[src/assert_macros.svh]
// Assertion macros shared by the RTL of the control endpoint sequencer.
`ifndef ASSERT_MACROS_SVH
`define ASSERT_MACROS_SVH
`ifndef ASSERT_OFF
`define ASSERT_AT(lbl, clk_s, rst_s, prop, msg) \
    lbl: assert property (@(posedge clk_s) disable iff (!rst_s) prop) else $error(msg);
`define ASSERT_DFLT(lbl, prop, msg) `ASSERT_AT(lbl, clk, rst_n, prop, msg)
`else
`define ASSERT_AT(lbl, clk_s, rst_s, prop, msg)
`define ASSERT_DFLT(lbl, prop, msg)
`endif
`endif

[src/ucep_pkg.sv]
// Types and constants of the USB control endpoint sequencer.
package ucep_pkg;

    typedef enum logic [1:0] {
        EV_BUS_RESET = 2'd0,
        EV_SETUP     = 2'd1,
        EV_POLL      = 2'd2,
        EV_IN_DONE   = 2'd3
    } ev_kind_t;

    typedef enum logic [2:0] {
        ACT_DATA          = 3'd0,
        ACT_ZLP           = 3'd1,
        ACT_SET_ADDRESS   = 3'd2,
        ACT_CONFIGURE     = 3'd3,
        ACT_REPORT        = 3'd4
    } action_t;

    typedef enum logic [2:0] {
        ST_SETUP      = 3'd0,
        ST_DATA_IN    = 3'd1,
        ST_DATA_IDLE  = 3'd2,
        ST_DATA_ZERO  = 3'd3,
        ST_STATUS_OUT = 3'd4,
        ST_STATUS_IN  = 3'd5
    } stage_t;

    localparam logic [1:0] SRC_DEVICE = 2'd0;
    localparam logic [1:0] SRC_CONFIG = 2'd1;
    localparam logic [1:0] SRC_HID    = 2'd2;

    localparam logic [1:0] DS_DEFAULT    = 2'd0;
    localparam logic [1:0] DS_ADDRESSED  = 2'd1;
    localparam logic [1:0] DS_CONFIGURED = 2'd2;

    localparam logic [6:0] SEL_STD_DEVICE    = 7'h00;
    localparam logic [6:0] SEL_STD_INTERFACE = 7'h01;
    localparam logic [6:0] SEL_CLASS_IFACE   = 7'h21;

    localparam logic [7:0] REQ_SET_ADDRESS = 8'h05;
    localparam logic [7:0] REQ_GET_DESCRIPTOR = 8'h06;
    localparam logic [7:0] REQ_SET_CONFIGURATION = 8'h09;
    localparam logic [7:0] REQ_SET_IDLE = 8'h0a;

    localparam logic [7:0] DT_DEVICE     = 8'h01;
    localparam logic [7:0] DT_CONFIG     = 8'h02;
    localparam logic [7:0] DT_HID_REPORT = 8'h22;

    localparam logic [2:0] CFG_EP0_MAX_PACKET   = 3'd0;
    localparam logic [2:0] CFG_MOUSE_ENDPOINT   = 3'd1;
    localparam logic [2:0] CFG_MOUSE_EP_TYPE    = 3'd2;
    localparam logic [2:0] CFG_MOUSE_MAX_PACKET = 3'd3;
    localparam logic [2:0] CFG_HID_REPORT_LEN   = 3'd4;

    localparam int QUEUE_DEPTH = 4;

    typedef struct packed {
        logic [1:0]  kind;
        logic [7:0]  request_type;
        logic [7:0]  request_code;
        logic [15:0] request_value;
        logic [15:0] request_length;
        logic [3:0]  done_ep;
    } evt_t;

    typedef struct packed {
        logic [2:0] action;
        logic [3:0] target_endpoint;
        logic [1:0] source;
        logic [7:0] offset;
        logic [9:0] length;
        logic [6:0] set_addr;
        logic [1:0] usb_state;
        logic       last;
    } res_t;

    typedef struct packed {
        logic [6:0] ep0_max_packet;
        logic [3:0] mouse_endpoint;
        logic [9:0] mouse_max_packet;
        logic [7:0] hid_report_length;
    } cfg_t;

    typedef struct packed {
        res_t       res0;
        res_t       res1;
        logic [1:0] count;
    } eng_out_t;

endpackage

[src/ucep_ifs.sv]
// Handshake interfaces for the event, result and configuration channels.
interface ucep_evt_if import ucep_pkg::*; ();
    logic valid;
    logic ready;
    evt_t data;
    modport source (output valid, output data, input ready);
    modport sink (input valid, input data, output ready);
endinterface

interface ucep_res_if import ucep_pkg::*; ();
    logic valid;
    logic ready;
    res_t data;
    modport source (output valid, output data, input ready);
    modport sink (input valid, input data, output ready);
endinterface

interface ucep_cfg_if ();
    logic       valid;
    logic       ready;
    logic [2:0] index;
    logic [9:0] data;
    modport source (output valid, output index, output data, input ready);
    modport sink (input valid, input index, input data, output ready);
endinterface

[src/ucep_cfg_regs.sv]
// Configuration register file of the control endpoint sequencer.
module ucep_cfg_regs import ucep_pkg::*; (
    input  logic       clk,
    input  logic       rst_n,
    input  logic       wr_en,
    input  logic [2:0] wr_index,
    input  logic [9:0] wr_data,
    output cfg_t       cfg
);

    cfg_t cfg_reg;

    // The report endpoint type is accepted but affects no result, so it is not stored.
    always_ff @(posedge clk or negedge rst_n)
    begin
        if (!rst_n)
        begin
            cfg_reg.ep0_max_packet    <= 7'd64;
            cfg_reg.mouse_endpoint    <= 4'd1;
            cfg_reg.mouse_max_packet  <= 10'd4;
            cfg_reg.hid_report_length <= 8'd52;
        end
        else if (wr_en)
        begin
            case (wr_index)
                CFG_EP0_MAX_PACKET:   cfg_reg.ep0_max_packet    <= wr_data[6:0];
                CFG_MOUSE_ENDPOINT:   cfg_reg.mouse_endpoint    <= wr_data[3:0];
                CFG_MOUSE_MAX_PACKET: cfg_reg.mouse_max_packet  <= wr_data;
                CFG_HID_REPORT_LEN:   cfg_reg.hid_report_length <= wr_data[7:0];
                default: ;
            endcase
        end
    end

    assign cfg = cfg_reg;

endmodule

[src/ucep_engine.sv]
// Control transfer state and event decode; yields up to two results per event.
module ucep_engine import ucep_pkg::*; (
    input  logic     clk,
    input  logic     rst_n,
    input  logic     accept,
    input  evt_t     evt,
    input  cfg_t     cfg,
    output eng_out_t eo
);

    stage_t     stage_reg, stage_next;
    logic [7:0] remain_reg, remain_next;
    logic [7:0] offset_reg, offset_next;
    logic [1:0] source_reg, source_next;
    logic [1:0] dstate_reg, dstate_next;

    logic [6:0] sel;
    logic [7:0] dtype;
    logic [7:0] max8;
    logic [7:0] chunk;
    logic       zlp_hit;
    logic       rpt_hit;
    res_t       r0, r1, rpt;
    logic [1:0] n;

    always_ff @(posedge clk or negedge rst_n)
    begin
        if (!rst_n)
        begin
            stage_reg  <= ST_SETUP;
            remain_reg <= '0;
            offset_reg <= '0;
            source_reg <= SRC_DEVICE;
            dstate_reg <= DS_DEFAULT;
        end
        else if (accept)
        begin
            stage_reg  <= stage_next;
            remain_reg <= remain_next;
            offset_reg <= offset_next;
            source_reg <= source_next;
            dstate_reg <= dstate_next;
        end
    end

    assign sel   = evt.request_type[6:0];
    assign dtype = evt.request_value[15:8];
    assign max8  = {1'b0, cfg.ep0_max_packet};
    assign chunk = (remain_reg < max8) ? remain_reg : max8;

    always_comb
    begin
        stage_next  = stage_reg;
        remain_next = remain_reg;
        offset_next = offset_reg;
        source_next = source_reg;
        dstate_next = dstate_reg;
        r0 = '0;
        r1 = '0;
        n  = 2'd0;
        zlp_hit = 1'b0;
        rpt_hit = 1'b0;
        rpt = '0;
        rpt.action          = ACT_REPORT;
        rpt.target_endpoint = cfg.mouse_endpoint;
        rpt.length          = cfg.mouse_max_packet;

        case (ev_kind_t'(evt.kind))
            EV_BUS_RESET:
            begin
                remain_next = '0;
                dstate_next = DS_DEFAULT;
                stage_next  = ST_SETUP;
                r0.action   = ACT_SET_ADDRESS;
                n = 2'd1;
            end
            EV_SETUP:
            begin
                if (sel == SEL_STD_DEVICE)
                begin
                    case (evt.request_code)
                        REQ_GET_DESCRIPTOR:
                        begin
                            if (dtype == DT_DEVICE || dtype == DT_CONFIG)
                            begin
                                source_next = (dtype == DT_DEVICE) ? SRC_DEVICE : SRC_CONFIG;
                                offset_next = '0;
                                remain_next = evt.request_length[7:0];
                                stage_next  = ST_DATA_IN;
                            end
                        end
                        REQ_SET_ADDRESS:
                        begin
                            r0.action   = ACT_SET_ADDRESS;
                            r0.set_addr = evt.request_value[6:0];
                            dstate_next = DS_ADDRESSED;
                            stage_next  = ST_STATUS_IN;
                            n = 2'd1;
                        end
                        REQ_SET_CONFIGURATION:
                        begin
                            r0.action          = ACT_CONFIGURE;
                            r0.target_endpoint = cfg.mouse_endpoint;
                            r0.length          = cfg.mouse_max_packet;
                            r1.action          = ACT_ZLP;
                            r1.target_endpoint = cfg.mouse_endpoint;
                            dstate_next = DS_CONFIGURED;
                            stage_next  = ST_STATUS_IN;
                            n = 2'd2;
                        end
                        default: ;
                    endcase
                end
                else if (sel == SEL_CLASS_IFACE)
                begin
                    if (evt.request_code == REQ_SET_IDLE)
                    begin
                        stage_next = ST_STATUS_IN;
                    end
                end
                else if (sel == SEL_STD_INTERFACE)
                begin
                    // Any request to the interface that names the report descriptor reads it.
                    if (dtype == DT_HID_REPORT)
                    begin
                        source_next = SRC_HID;
                        offset_next = '0;
                        remain_next = cfg.hid_report_length;
                        stage_next  = ST_DATA_IN;
                    end
                end
            end
            EV_POLL:
            begin
                case (stage_reg)
                    ST_DATA_IN:
                    begin
                        r0.action = ACT_DATA;
                        r0.source = source_reg;
                        r0.offset = offset_reg;
                        r0.length = {2'b00, chunk};
                        remain_next = remain_reg - chunk;
                        offset_next = offset_reg + chunk;
                        if (remain_reg == chunk)
                        begin
                            stage_next = (chunk == max8) ? ST_DATA_ZERO : ST_STATUS_OUT;
                        end
                        else
                        begin
                            stage_next = ST_DATA_IDLE;
                        end
                        n = 2'd1;
                    end
                    ST_STATUS_OUT:
                    begin
                        stage_next = ST_SETUP;
                    end
                    ST_STATUS_IN:
                    begin
                        r0.action  = ACT_ZLP;
                        stage_next = ST_SETUP;
                        n = 2'd1;
                    end
                    default: ;
                endcase
            end
            EV_IN_DONE:
            begin
                if (remain_reg != 8'd0)
                begin
                    stage_next = ST_DATA_IN;
                end
                else if (stage_reg == ST_DATA_ZERO)
                begin
                    zlp_hit    = 1'b1;
                    stage_next = ST_STATUS_OUT;
                end
                rpt_hit = (evt.done_ep == cfg.mouse_endpoint);
                if (zlp_hit)
                begin
                    r0.action = ACT_ZLP;
                    r1 = rpt;
                end
                else
                begin
                    r0 = rpt;
                end
                n = {1'b0, zlp_hit} + {1'b0, rpt_hit};
            end
            default: ;
        endcase

        r0.usb_state = dstate_next;
        r1.usb_state = dstate_next;
        r0.last = (n == 2'd1);
        r1.last = 1'b1;
    end

    assign eo.res0  = r0;
    assign eo.res1  = r1;
    assign eo.count = n;

endmodule

[src/ucep_out_fifo.sv]
// Four-entry result queue that takes up to two results per cycle and gives one.
module ucep_out_fifo import ucep_pkg::*; (
    input  logic       clk,
    input  logic       rst_n,
    input  logic       push,
    input  eng_out_t   eo,
    input  logic       pop,
    output logic       space2,
    output logic       not_empty,
    output res_t       head,
    output logic [2:0] fill
);

    localparam int PW = $clog2(QUEUE_DEPTH);

    res_t          mem_reg [QUEUE_DEPTH];
    logic [PW-1:0] wr_ptr_reg, rd_ptr_reg;
    logic [2:0]    count_reg, count_next;
    logic [1:0]    n_push;
    logic [PW-1:0] wr_ptr_p1;

    assign n_push     = push ? eo.count : 2'd0;
    assign wr_ptr_p1  = wr_ptr_reg + PW'(1);
    assign count_next = count_reg + {1'b0, n_push} - {2'b00, pop};

    always_ff @(posedge clk or negedge rst_n)
    begin
        if (!rst_n)
        begin
            wr_ptr_reg <= '0;
            rd_ptr_reg <= '0;
            count_reg  <= '0;
        end
        else
        begin
            wr_ptr_reg <= wr_ptr_reg + PW'(n_push);
            if (pop)
            begin
                rd_ptr_reg <= rd_ptr_reg + PW'(1);
            end
            count_reg <= count_next;
        end
    end

    always_ff @(posedge clk)
    begin
        if (n_push != 2'd0)
        begin
            mem_reg[wr_ptr_reg] <= eo.res0;
        end
        if (n_push == 2'd2)
        begin
            mem_reg[wr_ptr_p1] <= eo.res1;
        end
    end

    assign space2    = (count_reg <= 3'(QUEUE_DEPTH - 2));
    assign not_empty = (count_reg != 3'd0);
    assign head      = mem_reg[rd_ptr_reg];
    assign fill      = count_reg;

endmodule

[src/usb_control_endpoint_sequencer_core.sv]
// Top level of the USB endpoint-zero control sequencer with a HID report endpoint.
//
//  Channel | Direction | Transaction carries
//  --------+-----------+-----------------------------------------------------
//  evt     | in        | one bus event: reset, setup packet, poll tick, IN done
//  res     | out       | one result: packet, address, endpoint setup, report
//  cfg     | in        | one register write: index and data
//
// An event is decoded and the sequencer state updated in the cycle it is taken,
// and its zero to two results enter a four-entry queue; one event per cycle while
// evt.ready is high. Results leave the queue one per cycle while res.ready is high.
// evt.ready drops while fewer than two queue slots are free; cfg is always ready.
// Reset is asynchronous and needs no clearing pass.
module usb_control_endpoint_sequencer_core import ucep_pkg::*; (
    input  logic         clk,
    input  logic         rst_n,
    ucep_evt_if.sink     evt,
    ucep_res_if.source   res,
    ucep_cfg_if.sink     cfg
);

`include "assert_macros.svh"

    cfg_t       cfg_q;
    eng_out_t   eo;
    logic       evt_accept;
    logic       res_pop;
    logic       space2;
    logic       not_empty;
    res_t       head;
    logic [2:0] fill;

    assign cfg.ready  = 1'b1;
    assign evt.ready  = space2;
    assign evt_accept = evt.valid && space2;
    assign res_pop    = not_empty && res.ready;
    assign res.valid  = not_empty;
    assign res.data   = head;

    ucep_cfg_regs u_cfg (
        .clk      (clk),
        .rst_n    (rst_n),
        .wr_en    (cfg.valid),
        .wr_index (cfg.index),
        .wr_data  (cfg.data),
        .cfg      (cfg_q)
    );

    ucep_engine u_engine (
        .clk    (clk),
        .rst_n  (rst_n),
        .accept (evt_accept),
        .evt    (evt.data),
        .cfg    (cfg_q),
        .eo     (eo)
    );

    ucep_out_fifo u_fifo (
        .clk       (clk),
        .rst_n     (rst_n),
        .push      (evt_accept),
        .eo        (eo),
        .pop       (res_pop),
        .space2    (space2),
        .not_empty (not_empty),
        .head      (head),
        .fill      (fill)
    );

    `ASSERT_DFLT(a_fill_bound, fill <= 3'(QUEUE_DEPTH), "result queue overfilled")
    `ASSERT_DFLT(a_fill_track, evt_accept && !res_pop |=> fill == $past(fill) + 3'($past(eo.count)), "queue fill does not match results pushed")
    `ASSERT_DFLT(a_cfg_not_last, res.valid && res.data.action == ACT_CONFIGURE |-> !res.data.last, "configure result marked as final")

endmodule

[src/flat_wrapper.sv]
// flat-port wrapper written by rule: the top's interface ports become plain ports
module usb_control_endpoint_sequencer_core_flat import ucep_pkg::*;
  (clk, rst_n, evt_valid, evt_data, evt_ready, res_valid, res_data, res_ready, cfg_valid, cfg_index, cfg_data, cfg_ready);
  ucep_evt_if evt_i ();
  ucep_res_if res_i ();
  ucep_cfg_if cfg_i ();
  input  logic clk;
  input  logic rst_n;
  input wire logic [$bits(evt_i.valid)-1:0] evt_valid;
  input wire logic [$bits(evt_i.data)-1:0] evt_data;
  output wire logic [$bits(evt_i.ready)-1:0] evt_ready;
  output wire logic [$bits(res_i.valid)-1:0] res_valid;
  output wire logic [$bits(res_i.data)-1:0] res_data;
  input wire logic [$bits(res_i.ready)-1:0] res_ready;
  input wire logic [$bits(cfg_i.valid)-1:0] cfg_valid;
  input wire logic [$bits(cfg_i.index)-1:0] cfg_index;
  input wire logic [$bits(cfg_i.data)-1:0] cfg_data;
  output wire logic [$bits(cfg_i.ready)-1:0] cfg_ready;
  assign evt_i.valid = evt_valid;
  assign evt_i.data = evt_data;
  assign evt_ready = evt_i.ready;
  assign res_valid = res_i.valid;
  assign res_data = res_i.data;
  assign res_i.ready = res_ready;
  assign cfg_i.valid = cfg_valid;
  assign cfg_i.index = cfg_index;
  assign cfg_i.data = cfg_data;
  assign cfg_ready = cfg_i.ready;
  usb_control_endpoint_sequencer_core u_core (.clk(clk), .rst_n(rst_n), .evt(evt_i), .res(res_i), .cfg(cfg_i));
endmodule
[config.mk]
export PLATFORM = sky130hd
export DESIGN_NAME = usb_control_endpoint_sequencer_core_flat
export DESIGN_NICKNAME = d
export VERILOG_FILES = /design/src/ucep_pkg.sv /design/src/ucep_ifs.sv /design/src/ucep_cfg_regs.sv /design/src/ucep_engine.sv /design/src/ucep_out_fifo.sv /design/src/usb_control_endpoint_sequencer_core.sv /design/src/flat_wrapper.sv
export VERILOG_INCLUDE_DIRS = /design/src /design/src/src
export SDC_FILE = /design/constraint.sdc
export NUM_CORES = 1
export LEC_CHECK = 0
export BUFFER_PORTS_ARGS = -buffer_cell sky130_fd_sc_hd__clkbuf_2
export CORE_ASPECT_RATIO = 1.4
export CORE_MARGIN = 2
export CORE_UTILIZATION = 45
export DETAILED_ROUTE_END_ITERATION = 10
export MAX_ROUTING_LAYER = met4
export PLACE_DENSITY = 0.73
export SLEW_MARGIN = 15
export SYNTH_ARGS = -nofsm -noshare
export SYNTH_HDL_FRONTEND = slang
export SYNTH_SLANG_ARGS = --single-unit
[constraint.sdc]
create_clock -name clk -period 4.55 [get_ports clk]
set_input_delay 0.91 -clock clk [delete_from_list [all_inputs] [get_ports clk]]
set_output_delay 0.91 -clock clk [all_outputs]
set_load 0.01 [all_outputs]
---- After elaboration in Yosys (flattened, before gate mapping) ----
Memories as Yosys holds them, arrays and structs flattened.
Index checks and enable logic that the tools add are counted.
cells by class
  $add $sub $neg .......................... 8
  order comparisons ....................... 2
  mux-type cells .......................... 72
  reduce and logical (&&, ||, !) cells .... 24
  eq/ne operators ......................... 40
operators by type and width
  operator                                              count
  two-way mux 8 bit                                     15
  two-way mux 37 bit                                    1
  two-way mux 34 bit                                    1
  two-way mux 3 bit                                     11
  two-way mux 30 bit                                    1
  one-hot mux 10 bit (3 select lines)                   1
  one-hot mux 7 bit (2 select lines)                    2
  one-hot mux 3 bit (4 select lines)                    2
  one-hot mux 8 bit (3 select lines)                    1
  AND reduction 8 bit                                   3
  two-way mux 20 bit                                    1
  one-hot mux 10 bit (2 select lines)                   1
  two-way mux 2 bit                                     9
  two-way mux 17 bit                                    1
  equality test 8 x 3 -> 1 bit (second input constant)  2
  equality test 8 x 4 -> 1 bit (second input constant)  2
  != test 4 bit (second input constant)                 4
  one-hot mux 2 bit (2 select lines)                    4
  one-hot mux 8 bit (2 select lines)                    1
  != test 3 bit (second input constant)                 5
  one-hot mux 3 bit (2 select lines)                    2
  two-way mux 1 bit                                     10
  two-way mux 10 bit                                    1
  two-way mux 5 bit                                     2
  42 further kinds                                      63
storage, ports and cells
  register bits after elaboration ......... 59
  memories kept ........................... 1
  bits of input ports ..................... 72
  bits in writable memories ............... 148
  logic and storage cells ................. 159
  output and inout bits ................... 40
memory list
  name                   words  width  read ports  clocked after Yosys merged registers in  wr ports  line                 RTL
  u_core.u_fifo.mem_reg  4      37     1           0                                        2         ucep_out_fifo.sv:16  res_t mem_reg [QUEUE_DEPTH];

---- Depth between registers and ports, before layout ----
Gate-level depths: netlist of the first run.
  word-level depth ........................ 10
  gate-level depth with buffers ........... 18
  mapped depth without buffers ............ 17

---- By module ----
From an unflattened synthesis of the first run, not the netlist that was laid out.
unflattened totals
  cells, all modules ...................... 877
  area, all modules ....................... 11762.5 µm²
modules (own cells, without submodules)
  module                               cells each  times used  area each (µm²)
  ucep_out_fifo                        404         1           7532.2
  ucep_engine                          405         1           3069.2
  ucep_cfg_regs                        64          1           1137.3
  usb_control_endpoint_sequencer_core  4           1           23.8

---- Least setup slack after synthesis of the first run ----
OpenSTA, ideal clock, no wires.
  path kind ............................... register to register
  from .................................... reg u_core.u_engine.remain_reg[2]
  to ...................................... reg u_core.u_engine.remain_reg[6]
  slack ................................... 0.896 ns
  data required time ...................... 4.429 ns
  stages on the path, launching flop included .. 16
  period minus slack after synthesis ...... 3.654 ns
  buffers on the path ..................... 1
  data arrival time ....................... 3.533 ns
  setup time .............................. 0.121 ns
  path through ............................ dfrtp_1 > ha_1 > a21o_1 > a31oi_1 > o21ai_0 > a211oi_1 > buf_2 > mux2i_1 > inv_1 > fa_1 > nor2b_1 > o31ai_1 > nor4b_1 > a311oi_1 > a21oi_1 > a22o_1
on the way
  cells in the longest elaborated chain, start to end .. 5
ends and longest elaborated chain
  element                                 line                RTL
  from (decl)                             ucep_engine.sv:12   logic [7:0] remain_reg, remain_next;
  from (signal assigned)                  ucep_engine.sv:39   remain_reg <= remain_next;
  less-than comparator 8 x 7 -> 1 bit     ucep_engine.sv:49   assign chunk = (remain_reg < max8) ? remain_reg : max8;
  two-way mux 8 bit                       ucep_engine.sv:49
  subtractor 8 bit (*)                    ucep_engine.sv:142  remain_next = remain_reg - chunk;
  two-way mux 8 bit (*)                   ucep_engine.sv:135  case (stage_reg)
  one-hot mux 8 bit (3 select lines) (*)  ucep_engine.sv:68   case (ev_kind_t'(evt.kind))
Every way passes the cells marked *; elsewhere a longest branch is shown, timed or not. The select of a mux whose other input is x is not followed.
A chain may end at the register's enable or synchronous reset.

---- Worst setup path after layout of the first run ----
  from .................................... reg u_core.u_engine.remain_reg[2]
  to ...................................... reg u_core.u_engine.remain_reg[7]
The elaborated chain is that of the path after synthesis.

==> results of run 1 <==
worst max-delay path: stages, from the launching register on:
cell and delay, ps:
sky130_fd_sc_hd__dfrtp_1 460, sky130_fd_sc_hd__ha_1 350, sky130_fd_sc_hd__a21o_1 170, sky130_fd_sc_hd__a31oi_1 150, sky130_fd_sc_hd__o21ai_0 110, sky130_fd_sc_hd__a211oi_1 230, sky130_fd_sc_hd__buf_4 240, sky130_fd_sc_hd__mux2i_1 550
sky130_fd_sc_hd__ha_1 350, sky130_fd_sc_hd__nor2b_1 150, sky130_fd_sc_hd__o2111ai_1 210, sky130_fd_sc_hd__nand3_1 100, sky130_fd_sc_hd__o41ai_1 500, sky130_fd_sc_hd__a32oi_1 190, sky130_fd_sc_hd__o32ai_1 250
layout make-up:
| cell class | count | area, µm² | area share [%] |
|---|---|---|---|
| multi-input combinational | 680 | 5255 | 42.33 |
| sequential | 207 | 5169 | 41.64 |
| timing repair buffer | 136 | 795.8 | 6.411 |
| clock buffer | 28 | 614.3 | 4.949 |
| tap | 306 | 382.9 | 3.084 |
| inverter | 37 | 138.9 | 1.119 |
| clock inverter | 10 | 57.56 | 0.4637 |
how the worst min path moves through the flow:
| stage | to | slack, ps | startpoint |
|---|---|---|---|
| 4_1_cts | u_core.u_fifo.mem_reg[1][9]$_SDFFE_PP0P_ | 450 | u_core.u_fifo.mem_reg[1][9]$_SDFFE_PP0P_ |
| 5_1_grt | u_core.u_fifo.mem_reg[2][26]$_SDFFE_PP0P_ | 470 | u_core.u_fifo.mem_reg[2][26]$_SDFFE_PP0P_ |
| 3_5_place_dp | u_core.u_fifo.mem_reg[3][27]$_SDFFE_PP0N_ | 440 | u_core.u_fifo.mem_reg[3][27]$_SDFFE_PP0N_ |
| 2_1_floorplan | u_core.u_fifo.mem_reg[2][20]$_SDFFE_PP0P_ | 430 | u_core.u_fifo.mem_reg[2][20]$_SDFFE_PP0P_ |
| 3_3_place_gp | u_core.u_fifo.mem_reg[1][9]$_SDFFE_PP0P_ | 430 | u_core.u_fifo.mem_reg[1][9]$_SDFFE_PP0P_ |
| 6_report | u_core.u_fifo.mem_reg[1][4]$_SDFFE_PP0P_ | 450 | u_core.u_fifo.mem_reg[1][4]$_SDFFE_PP0P_ |
metrics by stage:
step / utilization [%] / hold slack [ps]
finish: 53.12 / 448.8
global route: 53.12 / 473.0
CTS: 53.12 / 451.6
detailed placement: 50.24 / 441.5
global placement: 50.24 / 434.8
floorplan: - / 427.1
per-layer routing:
metal | global-route usage [%] | vias up
li1 | - | 3873
met1 | 27.43 | 4090
met2 | 39.14 | 299
met3 | 2.764 | 69
met4 | 8.057 | 0
met5 | - | -
cells in the mapped netlist, types with 4 or more instances:
cell                          n  share of area, %
sky130_fd_sc_hd__o2bb2ai_1   63               5.1
sky130_fd_sc_hd__mux2i_1     10              0.93
sky130_fd_sc_hd__nand2_1    119               4.2
sky130_fd_sc_hd__clkbuf_1    27              0.94
sky130_fd_sc_hd__nor3_2       4              0.37
sky130_fd_sc_hd__xor2_1      14               1.1
sky130_fd_sc_hd__buf_2       13              0.61
sky130_fd_sc_hd__mux2_2      32               3.4
sky130_fd_sc_hd__o21ai_1      4              0.19
sky130_fd_sc_hd__edfxtp_1    72                20
sky130_fd_sc_hd__nand2b_1     9              0.52
sky130_fd_sc_hd__nor3_1      12              0.56
sky130_fd_sc_hd__nand3_1     46               2.1
sky130_fd_sc_hd__o21ai_0     32               1.5
sky130_fd_sc_hd__nor2_1      27              0.94
sky130_fd_sc_hd__nor4_1      12              0.70
sky130_fd_sc_hd__dfstp_2      6               1.5
sky130_fd_sc_hd__a31oi_1      7              0.41
sky130_fd_sc_hd__a21oi_1     51               2.4
sky130_fd_sc_hd__buf_1        4              0.14
sky130_fd_sc_hd__nor2b_1     20               1.2
sky130_fd_sc_hd__dfxtp_1     76                14
sky130_fd_sc_hd__nand4_1     13              0.76
sky130_fd_sc_hd__o211ai_1     5              0.35
sky130_fd_sc_hd__a22oi_1      4              0.28
sky130_fd_sc_hd__and2_1      19               1.1
sky130_fd_sc_hd__ha_1        31               3.6
sky130_fd_sc_hd__or3_1        5              0.29
sky130_fd_sc_hd__nor2_2       4              0.23
sky130_fd_sc_hd__xnor2_1      8              0.65
sky130_fd_sc_hd__inv_1       36               1.3
sky130_fd_sc_hd__dfrtp_1     53                12
sky130_fd_sc_hd__mux4_2      37               7.8
sky130_fd_sc_hd__o31ai_1     11              0.77
cell families (layout without fill, tap and decap cells):
kind of cell,count (synthesis),in the layout,synth area share (%)
AO/OA/AOI/OAI,222,222,14.82
XOR/XNOR,22,22,1.792
adder cells (fa/ha/maj),34,34,4.167
buffers and inverters,84,211,3.224
flip-flops,207,207,48.07
multiplexers,80,80,12.14
other,1,1,0.03488
AND/OR/NAND/NOR,321,321,15.76
power groups by stage:
stage               clock network (mW)  registers, mW  logic (mW)
finish                            1.67           2.50        2.51
global route                      1.76           2.54        2.75
CTS                               1.69           2.50        2.51
detailed placement                   0           2.53        2.50
global placement                     0           2.52        2.46
floorplan                            0           2.34        1.80
==> summary.txt, run 1 <==
Global route
  • Via count of the first global-routing pass: 8312
  • Congestion Overflow GR: 0
  • Initial antenna violation count: 0
  • Wire length of the first global-routing pass: 44060 µm
  • Tot GR Track Use: 22.76%
  • Largest net degree at the start of global routing: 38

Power
  • P_sw: 2.420 mW
  • Standby leakage power: between 4 and 5 nW
  • Relative contribution of the clock network to total power: between 20 and 30%
  • Pwr Total: around 6.7 mW
  • Worst vdd rail ir drop: between 0.0003 and 0.0004 V
  • Cell Int Power: 4.260 mW
  • Power Density: 538.2 mW/mm²
  • Reg power frac: 37.4%
  • Sw frac: 36.23%
  • Portion of total power attributed to combinational logic: 37.6%

Clocking
  • CTS Hold Buffers Added: 0
  • Clock H-tree levels: 1
  • Clock latency on the worst-skew pair: 500 ps
  • Reg clk slew, reported paths: about 60 ps
  • Total CTS buffers: 21
  • Clock tree from TritonCTS: built
  • CTS max path bufs: 3
  • Clk Tree Root Cell: sky130_fd_sc_hd__clkbuf_16
  • # resized after CTS: 0
  • Clk sink count: around 210
  • Number of buffers inserted by post-CTS setup repair: 0

Final layout
  • Leading cell types in the layout, fill and taps excluded: sky130_fd_sc_hd__nand2_1 (119), sky130_fd_sc_hd__clkbuf_2 (100), sky130_fd_sc_hd__dfxtp_1 (76)
  • Final Cell Area: 0.01241 mm²
  • Fill count: approximately 2000
  • Flip-flop count of the largest register after layout: 148
  • Number of nets at the end of the flow: between 1000 and 1500
  • Ratio of cells with drive above 1 in the final layout: 25.14%
  • Number of standard cells in the layout, taps in and fillers out: 1404
  • Layout area overhead: 15.47%
  • Most common cell after layout, fill and taps aside: sky130_fd_sc_hd__nand2_1
  • Diodes inserted: 0

Worst hold path
  • Worst hold path type: flip-flop to flip-flop
  • Hold Path Stages: 2

Placement
  • Cell area after placement: 0.01174 mm²
  • GP Congestion: roughly 0.93
  • Dpl cells: roughly 1400
  • Port Buf Inserts: 100
  • HPWL after detailed placement: 19990 µm
  • Place WS: 487.8 ps

Routing
  • Mean routed wirelength per cell: 19.83 µm
  • Via count normalized by instance count: a little under 6
  • Final wirelength: 27840 µm
  • Highest metal layer with signal wires: met4
  • Met1 Wirelength: 11060 µm
  • WL met2: 14370 µm
  • Post-route ant nets: 0
  • DR pass1 iterations: 6
  • Overall via count from detail_route: 8331
  • Wire length on met3: 1538 µm
  • First-iteration detailed-routing DRC count: between 400 and 500
  • Remaining routing DRC violations: 0

STA
  • Clock skew after layout: 6.518 ps
  • Number of hold violations in the final report: 0
  • Worst Max-Slew Pin Slew: 1137 ps
  • Final worst-path setup slack: approximately 470 ps
  • Worst slew slack as a fraction of its limit: 23.95%
  • Final Setup Violations: 0
  • Shortest period the worst path allows: approximately 4100 ps
  • Unrepaired setup endpoints after global routing: no
  • Highest attainable clock frequency: 245.0 MHz
  • Slew Viols, Final: 0
  • Final critical-path share of the clock period: between 80% and 90%
  • Total negative slack: 0 ps

Critical path
  • Capture instance of the worst register-to-register path: u_core.u_engine.remain_reg[7]$_DFFE_PN0P_
  • FF-to-FF path depth: 14
  • Critical path capture point: u_core.u_engine.remain_reg[7]$_DFFE_PN0P_
  • Crit start category: flip-flop
  • Maximum fanout along the worst path: 10
  • Crit Path Category: flip-flop to flip-flop
  • Origin of the critical flop-to-flop path: u_core.u_engine.remain_reg[2]$_DFFE_PN0P_
  • Minimum setup slack among reg-to-reg paths: 470 ps
  • Arrival time at the worst endpoint: 4480 ps
  • Beginning of the critical path: u_core.u_engine.remain_reg[2]$_DFFE_PN0P_
  • Endpoint class of the critical path: flip-flop
  • Data required time of the critical path: 4950 ps

Logic synthesis
  • Summed instance area of the synthesized netlist: 0.01075 mm²
  • Per-instance average area after synthesis: about 11 µm²
  • Total of flip-flops plus latches after synthesis: 207
  • Number of enable-type register cells in the synthesized netlist: 72
  • Share of flip-flops with an asynchronous set or reset: between 20% and 30%
  • Sequential cell area fraction in the yosys report: 48.07%
  • Ys Warns: 0
  • Synth cell types: 82
  • Top_reg_cell synth: sky130_fd_sc_hd__dfxtp_1
  • Mapped Cells: 971
  • Synthesized net count: 1077

Flow run
  • Maxcap violations: 0

Outcome
  • Result of the run: finished clean

Floorplan
  • Top Ports: around 110
  • Placeable Area: ~0.023 mm²
  • Effective utilization at floorplan: 46.00%
  • Die width: around 130 µm
  • Die boundary height: 186.9 µm
  • Rows: 66
  • Area of the die: between 0.02 and 0.03 mm²
(Power assumes the default switching activity.)
==> run 2, diff against run 1 <==
- CORE_MARGIN: 2 -> unset
==> run 2 against run 1 <==
  * Combinational power is 3% lower
  * Clock power is 5% higher
  * Final area hardly changed
  * Die area is 2.5% lower
  * Sequential power hardly changed
==> summary.txt, run 2 (same netlist as run 1, synthesis figures left out) <==
STA
  • Final critical-path share of the clock period: 90.15% (+0.43 points)
  • Worst Max-Slew Pin Slew: 1110 ps (-26.83 ps)
  • Final Setup Violations: 0 (unchanged)
  • Worst slew slack as a fraction of its limit: 25.45% (+1.5 points)
  • Unrepaired setup endpoints after global routing: no
  • Clock skew after layout: 10.13 ps (+3.616 ps)
  • Final worst-path setup slack: 448.0 ps (-19.67 ps)
  • Highest attainable clock frequency: 243.8 MHz (-0.48%)
  • Slew Viols, Final: 0 (unchanged)
  • Total negative slack: 0 ps (unchanged)
  • Shortest period the worst path allows: 4102 ps (+19.67 ps)
  • Number of hold violations in the final report: 0 (unchanged)

Clocking
  • Total CTS buffers: 21 (unchanged)
  • CTS Hold Buffers Added: 0 (unchanged)
  • Clk sink count: 207 (unchanged)
  • Clock tree from TritonCTS: built
  • Number of buffers inserted by post-CTS setup repair: 0 (unchanged)
  • Reg clk slew, reported paths: 60 ps (about the same)
  • CTS max path bufs: 3 (unchanged)
  • # resized after CTS: 0 (unchanged)
  • Clock H-tree levels: 1 (unchanged)
  • Clock latency on the worst-skew pair: 510 ps (about the same)
  • Clk Tree Root Cell: sky130_fd_sc_hd__clkbuf_16

Placement
  • GP Congestion: 0.9790 (+5.1%)
  • Place WS: 491.9 ps (+4.046 ps)
  • Port Buf Inserts: 100 (unchanged)
  • Cell area after placement: 0.01172 mm² (-0.17%)
  • HPWL after detailed placement: 20030 µm (+0.19%)

Final layout
  • Fill count: 2021 (+1.4%)
  • Layout area overhead: 15.55% (about the same)
  • Number of nets at the end of the flow: 1188 (-0.084%)
  • Most common cell after layout, fill and taps aside: sky130_fd_sc_hd__nand2_1
  • Final Cell Area: 0.01242 mm² (about the same)
  • Finished Core Util: 53.15% (about the same)
  • Flip-flop count of the largest register after layout: 148 (unchanged)
  • Leading cell types in the layout, fill and taps excluded: sky130_fd_sc_hd__nand2_1 (119), sky130_fd_sc_hd__clkbuf_2 (100), sky130_fd_sc_hd__dfxtp_1 (76)
  • Diodes inserted: 0 (unchanged)
  • Ratio of cells with drive above 1 in the final layout: 24.89% (-0.25 points)

Floorplan
  • Die width: 132.6 µm (-1.5%)
  • Top Ports: 112 (unchanged)
  • Placeable Area: 0.02337 mm² (unchanged)
  • Rows: 66 (unchanged)
  • Die boundary height: 184.9 µm (-1.1%)
  • Area of the die: 0.02452 mm² (-2.5%)
  • Effective utilization at floorplan: 46.00% (unchanged)

Power
  • Worst vdd rail ir drop: 0.0003848 V (-1.7%)
  • Standby leakage power: 4.752 nW (about the same)
  • Power Density: 539.8 mW/mm² (+0.30%)

Global route
  • Wire length of the first global-routing pass: 43530 µm (-1.2%)
  • Largest net degree at the start of global routing: 32 (-16%)
  • Tot GR Track Use: 23.42% (+0.66 points)
  • Via count of the first global-routing pass: 8182 (-1.6%)
  • Initial antenna violation count: 0 (unchanged)
  • Congestion Overflow GR: 0 (unchanged)

Critical path
  • Crit Path Category: flip-flop to flip-flop
  • Origin of the critical flop-to-flop path: u_core.u_cfg.cfg[24]$_DFFE_PN0P_
  • Capture instance of the worst register-to-register path: u_core.u_engine.remain_reg[6]$_DFFE_PN0P_
  • Endpoint class of the critical path: flip-flop
  • Crit start category: flip-flop
  • Minimum setup slack among reg-to-reg paths: 450 ps (-20 ps)
  • Maximum fanout along the worst path: 4 (-6)
  • FF-to-FF path depth: 15 (+1)
  • Data required time of the critical path: 4940 ps (about the same)
  • Arrival time at the worst endpoint: 4490 ps (about the same)

Routing
  • Remaining routing DRC violations: 0 (unchanged)
  • Mean routed wirelength per cell: 19.69 µm (-0.70%)
  • DR pass1 iterations: 5 (-1)
  • Overall via count from detail_route: 8355 (+0.29%)
  • Post-route ant nets: 0 (unchanged)
  • Final wirelength: 27630 µm (-0.77%)
  • Via count normalized by instance count: 5.955 (+0.36%)
  • First-iteration detailed-routing DRC count: 590 (+23%)

Worst hold path
  • Hold path startpoint: u_core.u_fifo.mem_reg[0][9]$_SDFFE_PP0P_
  • Worst hold path type: flip-flop to flip-flop
  • Hold Path Stages: 2 (unchanged)
  • Endpoint, Worst Hold: u_core.u_fifo.mem_reg[0][9]$_SDFFE_PP0P_

Outcome
  • Result of the run: finished clean

Flow run
  • Maxcap violations: 0 (unchanged)
run 2: changes by cell type in the layout (fill, tap and decap cells not counted), sizes merged:
cell | previous run | this run
buf | 36 | 35
inv | 37 | 39
clkinvlp | 2 | 1
clkbuf | 128 | 129
bufinv | 0 | 2
clkinv | 8 | 4
run 2: layer usage:
metal / share of wire [%] / vias up / GRT usage (%) / wire (µm)
met3: 5.4 / 62 / 2.271 / 1500
met2: 52 / 306 / 41.14 / 14310
li1: - / 3886 / - / -
met1: 39 / 4101 / 27.48 / 10820
met4: 3.6 / 0 / 9.839 / 1002
met5: 0 / - / - / 0
run 2: stage by stage:
step	std cells	hold slack [ps]	total power, mW
final	1403	450.6	6.705
after global placement	1365	435.4	4.925
after CTS	1403	452.4	6.717
after detailed placement	1365	443.6	4.969
after global routing	1403	468.1	7.076
after floorplan	971	427.1	4.133
run 2: worst max-delay path by stage:
stage / from / end / slack [ps] / cells past startpoint
after detailed placement: u_core.u_cfg.cfg[24]$_DFFE_PN0P_ / u_core.u_engine.remain_reg[6]$_DFFE_PN0P_ / 490 / 15
after global placement: u_core.u_engine.remain_reg[4]$_DFFE_PN0P_ / u_core.u_engine.remain_reg[6]$_DFFE_PN0P_ / 590 / 14
after global routing: u_core.u_cfg.cfg[24]$_DFFE_PN0P_ / u_core.u_engine.remain_reg[6]$_DFFE_PN0P_ / 50 / 15
after floorplan: u_core.u_engine.remain_reg[2]$_DFFE_PN0P_ / u_core.u_engine.remain_reg[6]$_DFFE_PN0P_ / 900 / 15
after CTS: u_core.u_cfg.cfg[24]$_DFFE_PN0P_ / u_core.u_engine.remain_reg[6]$_DFFE_PN0P_ / 470 / 15
final: u_core.u_cfg.cfg[24]$_DFFE_PN0P_ / u_core.u_engine.remain_reg[6]$_DFFE_PN0P_ / 450 / 15
run 2: cell type report:
type	instances	area, µm²	share of cell area [%]
Sequential cell	207	5169	41.61
Clock inverter	9	103.9	0.8360
Timing Repair Buffer	135	775.7	6.245
Clock buffer	29	596.8	4.805
Inverter	37	138.9	1.118
Multi-Input combinational cell	680	5255	42.30
Tap cell	306	382.9	3.082
run 2: report_power, final:
group          internal, mW  switching [mW]  leakage [nW]
clock network          1.04           0.719         0.340
registers              2.15           0.355          2.01
logic                  1.13            1.32          2.40
run 2: critical path: stages (launching register included):
cell and delay (ps):
sky130_fd_sc_hd__dfrtp_1 390, sky130_fd_sc_hd__inv_1 90, sky130_fd_sc_hd__ha_1 300, sky130_fd_sc_hd__a21o_1 160
sky130_fd_sc_hd__a31oi_1 160, sky130_fd_sc_hd__o21ai_0 110, sky130_fd_sc_hd__a211oi_1 490, sky130_fd_sc_hd__mux2i_1 610
sky130_fd_sc_hd__inv_1 180, sky130_fd_sc_hd__fa_1 490, sky130_fd_sc_hd__nor2b_1 170, sky130_fd_sc_hd__o31ai_1 130
sky130_fd_sc_hd__nor4b_1 160, sky130_fd_sc_hd__a311oi_1 250, sky130_fd_sc_hd__a21oi_1 100, sky130_fd_sc_hd__a22o_1 180
